### src/rtl/dws_pkg.sv
`timescale 1ns / 1ps

package dws_pkg;

    localparam int DEFAULT_CAPACITY = 16;

    localparam int WORD_W   = 32;
    localparam int POS_W    = 5;
    localparam int STATUS_W = 2;
    localparam int MODE_W   = 3;

    // request codes
    localparam logic [MODE_W-1:0] MODE_PUSH_FRONT = 3'd0;
    localparam logic [MODE_W-1:0] MODE_PUSH_BACK  = 3'd1;
    localparam logic [MODE_W-1:0] MODE_POP_FRONT  = 3'd2;
    localparam logic [MODE_W-1:0] MODE_POP_BACK   = 3'd3;
    localparam logic [MODE_W-1:0] MODE_SEARCH     = 3'd4;
    localparam logic [MODE_W-1:0] MODE_LENGTH     = 3'd5;
    localparam logic [MODE_W-1:0] MODE_CLEAR      = 3'd6;

    // status codes
    localparam logic [STATUS_W-1:0] ST_OK        = 2'd0;
    localparam logic [STATUS_W-1:0] ST_EMPTY     = 2'd1;
    localparam logic [STATUS_W-1:0] ST_NOT_FOUND = 2'd2;
    localparam logic [STATUS_W-1:0] ST_FULL      = 2'd3;

    // per-cycle command broadcast to every cell
    typedef struct packed {
        logic shift_right;
        logic shift_left;
        logic load_back;
    } cell_ctrl_t;

endpackage

### src/rtl/dws_cell.sv
`timescale 1ns / 1ps

module dws_cell #(
    parameter int IDX = 0,
    parameter int CW  = 5
) (
    input  logic                       clk,
    input  dws_pkg::cell_ctrl_t        ctrl,
    input  logic [CW-1:0]              count,
    input  logic [dws_pkg::WORD_W-1:0] word,
    input  logic [dws_pkg::WORD_W-1:0] left_word,
    input  logic [dws_pkg::WORD_W-1:0] right_word,
    output logic [dws_pkg::WORD_W-1:0] data,
    output logic                       match,
    output logic                       tail
);

    logic [dws_pkg::WORD_W-1:0] entry_reg;
    logic [dws_pkg::WORD_W-1:0] entry_next;
    logic                       live;

    assign live  = count > CW'(IDX);
    assign match = live && (entry_reg == word);
    assign tail  = count == CW'(IDX + 1);
    assign data  = entry_reg;

    always_comb
    begin
        entry_next = entry_reg;
        if (ctrl.shift_right)
        begin
            entry_next = left_word;
        end
        else if (ctrl.shift_left)
        begin
            entry_next = right_word;
        end
        else if (ctrl.load_back && (count == CW'(IDX)))
        begin
            entry_next = word;
        end
    end

    always_ff @(posedge clk)
    begin
        entry_reg <= entry_next;
    end

endmodule

### src/rtl/deque_with_search.sv
`timescale 1ns / 1ps

// channel   | direction | handshake           | payload
// ----------+-----------+---------------------+----------------------------------
// request   | in        | in_valid / in_ready | mode, value
// result    | out       | out_valid/out_ready | result_value, position, status
//
// one request per cycle; its result is registered and appears the cycle after
// acceptance. in_ready is high while the result register is empty or being taken.
// a search compares the key in every cell at once; the priority pick of the first
// match across the row of cells sets the longest path.
// rst_n clears the length count and the result valid flag; the cells hold no reset
// value and are only read below the count.
// a stalled result holds the request side off; nothing is dropped.

module deque_with_search #(
    parameter int CAPACITY = dws_pkg::DEFAULT_CAPACITY
) (
    input  logic                                clk,
    input  logic                                rst_n,
    input  logic                                in_valid,
    output logic                                in_ready,
    input  logic [dws_pkg::MODE_W-1:0]          mode,
    input  logic signed [dws_pkg::WORD_W-1:0]   value,
    output logic                                out_valid,
    input  logic                                out_ready,
    output logic signed [dws_pkg::WORD_W-1:0]   result_value,
    output logic [dws_pkg::POS_W-1:0]           position,
    output logic [dws_pkg::STATUS_W-1:0]        status
);

    localparam int CW = $clog2(CAPACITY + 1);
    localparam int IW = $clog2(CAPACITY);
    localparam logic [CW-1:0] CAP_COUNT = CW'(CAPACITY);

    // length of the stored sequence
    logic [CW-1:0] count_reg;
    logic [CW-1:0] count_next;

    // result register
    logic                            out_valid_reg;
    logic                            out_valid_next;
    logic [dws_pkg::WORD_W-1:0]      result_value_reg;
    logic [dws_pkg::WORD_W-1:0]      result_value_next;
    logic [dws_pkg::POS_W-1:0]       position_reg;
    logic [dws_pkg::POS_W-1:0]       position_next;
    logic [dws_pkg::STATUS_W-1:0]    status_reg;
    logic [dws_pkg::STATUS_W-1:0]    status_next;

    logic                            accept;
    logic                            full;
    logic                            empty;
    dws_pkg::cell_ctrl_t             ctrl;

    // row of cells
    logic [dws_pkg::WORD_W-1:0]      cell_data [CAPACITY];
    logic [CAPACITY-1:0]             cell_match;
    logic [CAPACITY-1:0]             cell_tail;

    logic                            hit;
    logic [IW-1:0]                   hit_idx;
    logic [dws_pkg::WORD_W-1:0]      tail_word;

    assign in_ready = !out_valid_reg || out_ready;
    assign accept   = in_valid && in_ready;
    assign full     = count_reg == CAP_COUNT;
    assign empty    = count_reg == '0;

    // cell 0 takes the pushed word on a shift towards the back; the last cell
    // keeps its own word on a shift towards the front
    genvar g;
    generate
        for (g = 0; g < CAPACITY; g++)
        begin : g_cell
            logic [dws_pkg::WORD_W-1:0] left_w;
            logic [dws_pkg::WORD_W-1:0] right_w;

            if (g == 0)
            begin : g_first
                assign left_w = value;
            end
            else
            begin : g_inner_l
                assign left_w = cell_data[g-1];
            end

            if (g == CAPACITY - 1)
            begin : g_last
                assign right_w = cell_data[g];
            end
            else
            begin : g_inner_r
                assign right_w = cell_data[g+1];
            end

            dws_cell #(
                .IDX (g),
                .CW  (CW)
            ) u_cell (
                .clk        (clk),
                .ctrl       (ctrl),
                .count      (count_reg),
                .word       (value),
                .left_word  (left_w),
                .right_word (right_w),
                .data       (cell_data[g]),
                .match      (cell_match[g]),
                .tail       (cell_tail[g])
            );
        end
    endgenerate

    // first matching cell from the front wins
    always_comb
    begin
        hit     = 1'b0;
        hit_idx = '0;
        for (int i = CAPACITY - 1; i >= 0; i--)
        begin
            if (cell_match[i])
            begin
                hit     = 1'b1;
                hit_idx = IW'(i);
            end
        end
    end

    // tail cell is one-hot, so an and-or picks its word
    always_comb
    begin
        tail_word = '0;
        for (int i = 0; i < CAPACITY; i++)
        begin
            tail_word = tail_word | ({dws_pkg::WORD_W{cell_tail[i]}} & cell_data[i]);
        end
    end

    // request decode
    always_comb
    begin
        ctrl              = '0;
        count_next        = count_reg;
        result_value_next = '0;
        position_next     = '0;
        status_next       = dws_pkg::ST_OK;

        case (mode)
            dws_pkg::MODE_PUSH_FRONT:
            begin
                if (full)
                begin
                    status_next = dws_pkg::ST_FULL;
                end
                else
                begin
                    ctrl.shift_right = 1'b1;
                    count_next       = count_reg + 1'b1;
                end
            end
            dws_pkg::MODE_PUSH_BACK:
            begin
                if (full)
                begin
                    status_next = dws_pkg::ST_FULL;
                end
                else
                begin
                    ctrl.load_back = 1'b1;
                    count_next     = count_reg + 1'b1;
                end
            end
            dws_pkg::MODE_POP_FRONT:
            begin
                if (empty)
                begin
                    status_next = dws_pkg::ST_EMPTY;
                end
                else
                begin
                    result_value_next = cell_data[0];
                    ctrl.shift_left   = 1'b1;
                    count_next        = count_reg - 1'b1;
                end
            end
            dws_pkg::MODE_POP_BACK:
            begin
                if (empty)
                begin
                    status_next = dws_pkg::ST_EMPTY;
                end
                else
                begin
                    result_value_next = tail_word;
                    count_next        = count_reg - 1'b1;
                end
            end
            dws_pkg::MODE_SEARCH:
            begin
                if (hit)
                begin
                    position_next = dws_pkg::POS_W'(hit_idx);
                end
                else
                begin
                    status_next = dws_pkg::ST_NOT_FOUND;
                end
            end
            dws_pkg::MODE_LENGTH:
            begin
                position_next = dws_pkg::POS_W'(count_reg);
            end
            dws_pkg::MODE_CLEAR:
            begin
                count_next = '0;
            end
            default:
            begin
                // unused code: no effect, all-zero result
            end
        endcase

        // nothing moves without an accepted request
        if (!accept)
        begin
            ctrl       = '0;
            count_next = count_reg;
        end
    end

    always_comb
    begin
        out_valid_next = out_valid_reg;
        if (accept)
        begin
            out_valid_next = 1'b1;
        end
        else if (out_ready)
        begin
            out_valid_next = 1'b0;
        end
    end

    always_ff @(posedge clk or negedge rst_n)
    begin
        if (!rst_n)
        begin
            count_reg     <= '0;
            out_valid_reg <= 1'b0;
        end
        else
        begin
            count_reg     <= count_next;
            out_valid_reg <= out_valid_next;
        end
    end

    // result payload, loaded with each accepted request
    always_ff @(posedge clk)
    begin
        if (accept)
        begin
            result_value_reg <= result_value_next;
            position_reg     <= position_next;
            status_reg       <= status_next;
        end
    end

    assign out_valid    = out_valid_reg;
    assign result_value = result_value_reg;
    assign position     = position_reg;
    assign status       = status_reg;

    // length never runs past the number of cells
    a_count_bound: assert property (@(posedge clk) disable iff (!rst_n)
        count_reg <= CAP_COUNT)
        else $error("length count above capacity");

    // a push into a full store is refused and leaves the length alone
    a_full_push: assert property (@(posedge clk) disable iff (!rst_n)
        accept && full &&
        (mode == dws_pkg::MODE_PUSH_FRONT || mode == dws_pkg::MODE_PUSH_BACK)
        |=> status == dws_pkg::ST_FULL && count_reg == $past(count_reg))
        else $error("full push not rejected");

    // a pop from a non-empty store shortens it by one
    a_pop_len: assert property (@(posedge clk) disable iff (!rst_n)
        accept && !empty &&
        (mode == dws_pkg::MODE_POP_FRONT || mode == dws_pkg::MODE_POP_BACK)
        |=> count_reg == $past(count_reg) - 1'b1 && status == dws_pkg::ST_OK)
        else $error("pop did not shorten the store");

    // a miss reports position zero
    a_miss_pos: assert property (@(posedge clk) disable iff (!rst_n)
        out_valid && status == dws_pkg::ST_NOT_FOUND |-> position == '0)
        else $error("search miss with non-zero position");

endmodule

### config.mk
export PLATFORM = sky130hd
export DESIGN_NAME = deque_with_search
export DESIGN_NICKNAME = d
export VERILOG_FILES = /design/src/rtl/dws_pkg.sv /design/src/rtl/dws_cell.sv /design/src/rtl/deque_with_search.sv
export SDC_FILE = /design/constraint.sdc
export NUM_CORES = 2
export LEC_CHECK = 0
export BUFFER_PORTS_ARGS = -buffer_cell sky130_fd_sc_hd__buf_2
export CORE_UTILIZATION = 30
export DETAILED_ROUTE_END_ITERATION = 16
export PLACE_DENSITY_LB_ADDON = 0.15
export SLEW_MARGIN = 20
export SYNTH_ARGS = -nofsm -noshare
export SYNTH_HDL_FRONTEND = slang
export SYNTH_SLANG_ARGS = --single-unit
### constraint.sdc
create_clock -name clk -period 5.2 [get_ports clk]
set_input_delay 0.78 -clock clk [delete_from_list [all_inputs] [get_ports clk]]
set_output_delay 0.78 -clock clk [all_outputs]
set_load 0.05 [all_outputs]
==> results.json <==
{
  "synthAdderAreaFrac_pct": 0.227,
  "worstSetupPathType": "reg -> reg",
  "min_period_over_period_pct": 86.2,
  "cp-end-kind": "flop",
  "hpwlAfterDp_um": 139000,
  "netlist_instances": 2787,
  "power_switching_w": 0.00555,
  "syn_avg_cell_area_um2": 11.9,
  "grt_pass1_vias": 27000,
  "numCtsBuffers": 71,
  "clock_sinks": 557,
  "final_util_pct": 34.6,
  "core_area_um2": 109000,
  "wire_per_inst_um": 45.1,
  "fin_cells": 4295,
  "synthDistinctLibCells": 68,
  "finalHoldViolCount": 0,
  "setup_ws_ns": 0.716,
  "wl_um": 194000,
  "syn_area_um2": 33100,
  "via_per_inst": 6.89,
  "tightest_slew_ns": 1.21,
  "syn-num-nets": 2832,
  "cts-root-buf": "clkbuf_16",
  "synth_compound_area_share_pct": 20.8,
  "fmax_mhz": 223,
  "synthFlopType": "edfxtp_1",
  "power.leakage_nw": 12.2,
  "rows": 121,
  "ys_seq_area_share_pct": 50.4,
  "required_ns": 5.71,
  "power-per-cell-area_nw_per_um2": 398,
  "cp.arrival_ns": 5.00,
  "htreeDepth": 3,
  "syn2layout_area_growth_pct": 14.0,
  "crit_path_start_kind": "flop",
  "clock_path_buffers": 3,
  "dp.cells": 4162,
  "nets": 2806,
  "num_vias": 29600,
  "ys_seq_elements": 557,
  "grt_util_all_layers_pct": 33.8,
  "gp_congestion": 1.10,
  "dieArea_um2": 112000,
  "ir_drop_mv": 0.236,
  "p_clk_share_pct": 33.9,
  "yosysWarnings": 0,
  "fillers": 10800,
  "pwr-share-comb_pct": 27.8,
  "grt_pass1_wl_um": 257000,
  "setup_viol": 0,
  "antenna_found_initial": 22,
  "io_pins": 80,
  "rsz0062_at_grt": "no",
  "drc": 0,
  "dieWidth_um": 334,
  "largest_reg_flops": 512,
  "p_sw_share_pct": 36.9,
  "crit_fanout": 166,
  "synth_edf_count": 551,
  "dr.pass1.iters": 10,
  "final_max_slew_viol_count": 0,
  "drive_gt1_share_pct": 13.3,
  "max_cap_violations": 0,
  "clkTransAtPathRegs_ns": 0.06,
  "cts_tree": "built",
  "synth-simple-area-share_pct": 10.1,
  "fin_setup_tns_ns": 0,
  "async_reset_ff_share_pct": 1.08,
  "muxShareOfSynthArea_pct": 1.08,
  "ant_nets": 0,
  "internal-power_w": 0.00948,
  "initial_core_util_pct": 30.3,
  "grt_max_degree": 236,
  "status": "complete, no violations",
  "die-height_um": 334,
  "fin_crit_ns": 4.48,
  "synth_xor_area_share_pct": 13.5,
  "synth_top_family_by_area": "compound AO/OA/AOI/OAI gates",
  "insertion_delay_ns": 0.67,
  "holdWs_ns": 0.339,
  "post_cts_buffers": 0,
  "pre_cts_ws_ns": 0.809,
  "grt.overflow.total": 0,
  "port_buffers": 79,
  "hold_class": "in -> reg",
  "drtIter0Drc": 5921,
  "fin_worst_skew_ns": 0.0231,
  "seq_power_share_pct": 38.3,
  "slew_headroom_pct": 18.8
}
## per-layer routing
layer	wire, um	global-route usage (%)	vias up
met4	12200	18.1	20
met5	141	0	-
met1	76200	45.6	15200
met3	22800	8.48	467
met2	82200	49.5	2585
li1	-	-	11300
## logic make-up after synthesis
group | count (synthesis)
xor+xnor | 510
compound gates | 764
flops | 557
fa+ha+maj | 6
mux | 32
buf+inv | 306
simple gates | 612
## critical path, stage by stage, from the launching register on
cell     delay [ns]
dfrtp_1        0.76
inv_1          0.30
ha_1           0.32
nor4b_4        0.14
or3_1          0.38
nor3_2         0.24
buf_4          0.67
buf_12         0.38
buf_16         0.53
a221o_1        0.29
## cell usage in the layout (no fill, tap or decap), types with 55 or more instances in the layout
master     Yosys  layout
buf_4          2      93
xnor2_1      219     219
nor4_1        96      90
a222oi_1      64      64
buf_2         90      79
edfxtp_1     551     551
nand4_1       99      99
nor2_1        55      55
a221o_1      448     448
a22oi_1      156     156
nand3_1       60      59
xor2_1       291     291
clkbuf_16      0      73
nand2_1      170     170
## power by group through the flow
stage	sequential (W)	clock, W	combinational, W
5_1_grt	0.00578	0.00528	0.00420
6_report	0.00576	0.00509	0.00418
2_1_floorplan	0.00573	0	0.00207
3_5_place_dp	0.00583	0	0.00397
4_1_cts	0.00574	0.00513	0.00399
3_3_place_gp	0.00583	0	0.00397
## cell usage after synthesis (6+ instances only)
cell type	instances	area (um2)
buf_2	90	450
nor3_1	28	140
dfrtp_1	6	150
o21ai_1	32	160
mux2_2	31	349
clkbuf_1	169	634
and2_1	25	156
o21ai_0	30	150
buf_1	21	78.8
nand4_1	99	619
nor2_1	55	206
nand3_1	60	300
or4_1	9	67.6
a222oi_1	64	641
nor4b_1	12	105
and3_1	6	37.5
nor4_1	96	601
a221o_1	448	4480
inv_1	20	75.1
a22oi_1	156	1170
xnor2_1	219	1920
and2_0	10	62.6
nand2_1	170	638
ha_1	6	75.1
xor2_1	291	2550
edfxtp_1	551	16500
or3_1	8	50.1
## repair_timing
action                                 in CTS  in global routing
resized for setup                           0                  0
endpoints found under the hold margin       6                  0
hold buffers                                1                  0
## per-stage QoR
| stage | power, W | area, um2 |
|---|---|---|
| 3_3_place_gp | 0.00979 | 35400 |
| 4_1_cts | 0.0149 | 37700 |
| 6_report | 0.0150 | 37800 |
| 5_1_grt | 0.0153 | 37700 |
| 3_5_place_dp | 0.00980 | 35400 |
| 2_1_floorplan | 0.00780 | 33100 |
## final cells by class
cell class	instances	area (um2)	share of cell area, %
Inverter	21	78.8	0.209
Tap cell	1476	1850	4.89
Multi-Input combinational cell	1924	15400	40.9
Clock inverter	41	425	1.13
Timing Repair Buffer	186	1370	3.63
Antenna cell	5	12.5	0.0331
Sequential cell	557	16700	44.2
Clock buffer	85	1870	4.96
## path summary, 6_finish.rpt
| kind | start | end | slack [ns] | depth (start not counted) |
|---|---|---|---|---|
| hold / removal | in_valid | out_valid | 0.34 | 2 |
| min in group asynchronous | rst_n | out_valid | 0.49 | 2 |
| hold reg to reg | out_valid | out_valid | 0.56 | 2 |
| setup / recovery | count_reg[0] | g_cell[3].u_cell.data[24] | 0.72 | 9 |
| max in group asynchronous | rst_n | count_reg[3] | 4.54 | 2 |
| setup reg to reg | count_reg[0] | g_cell[3].u_cell.data[24] | 0.72 | 9 |
No activity file was read; power rests on OpenSTA's default activity.
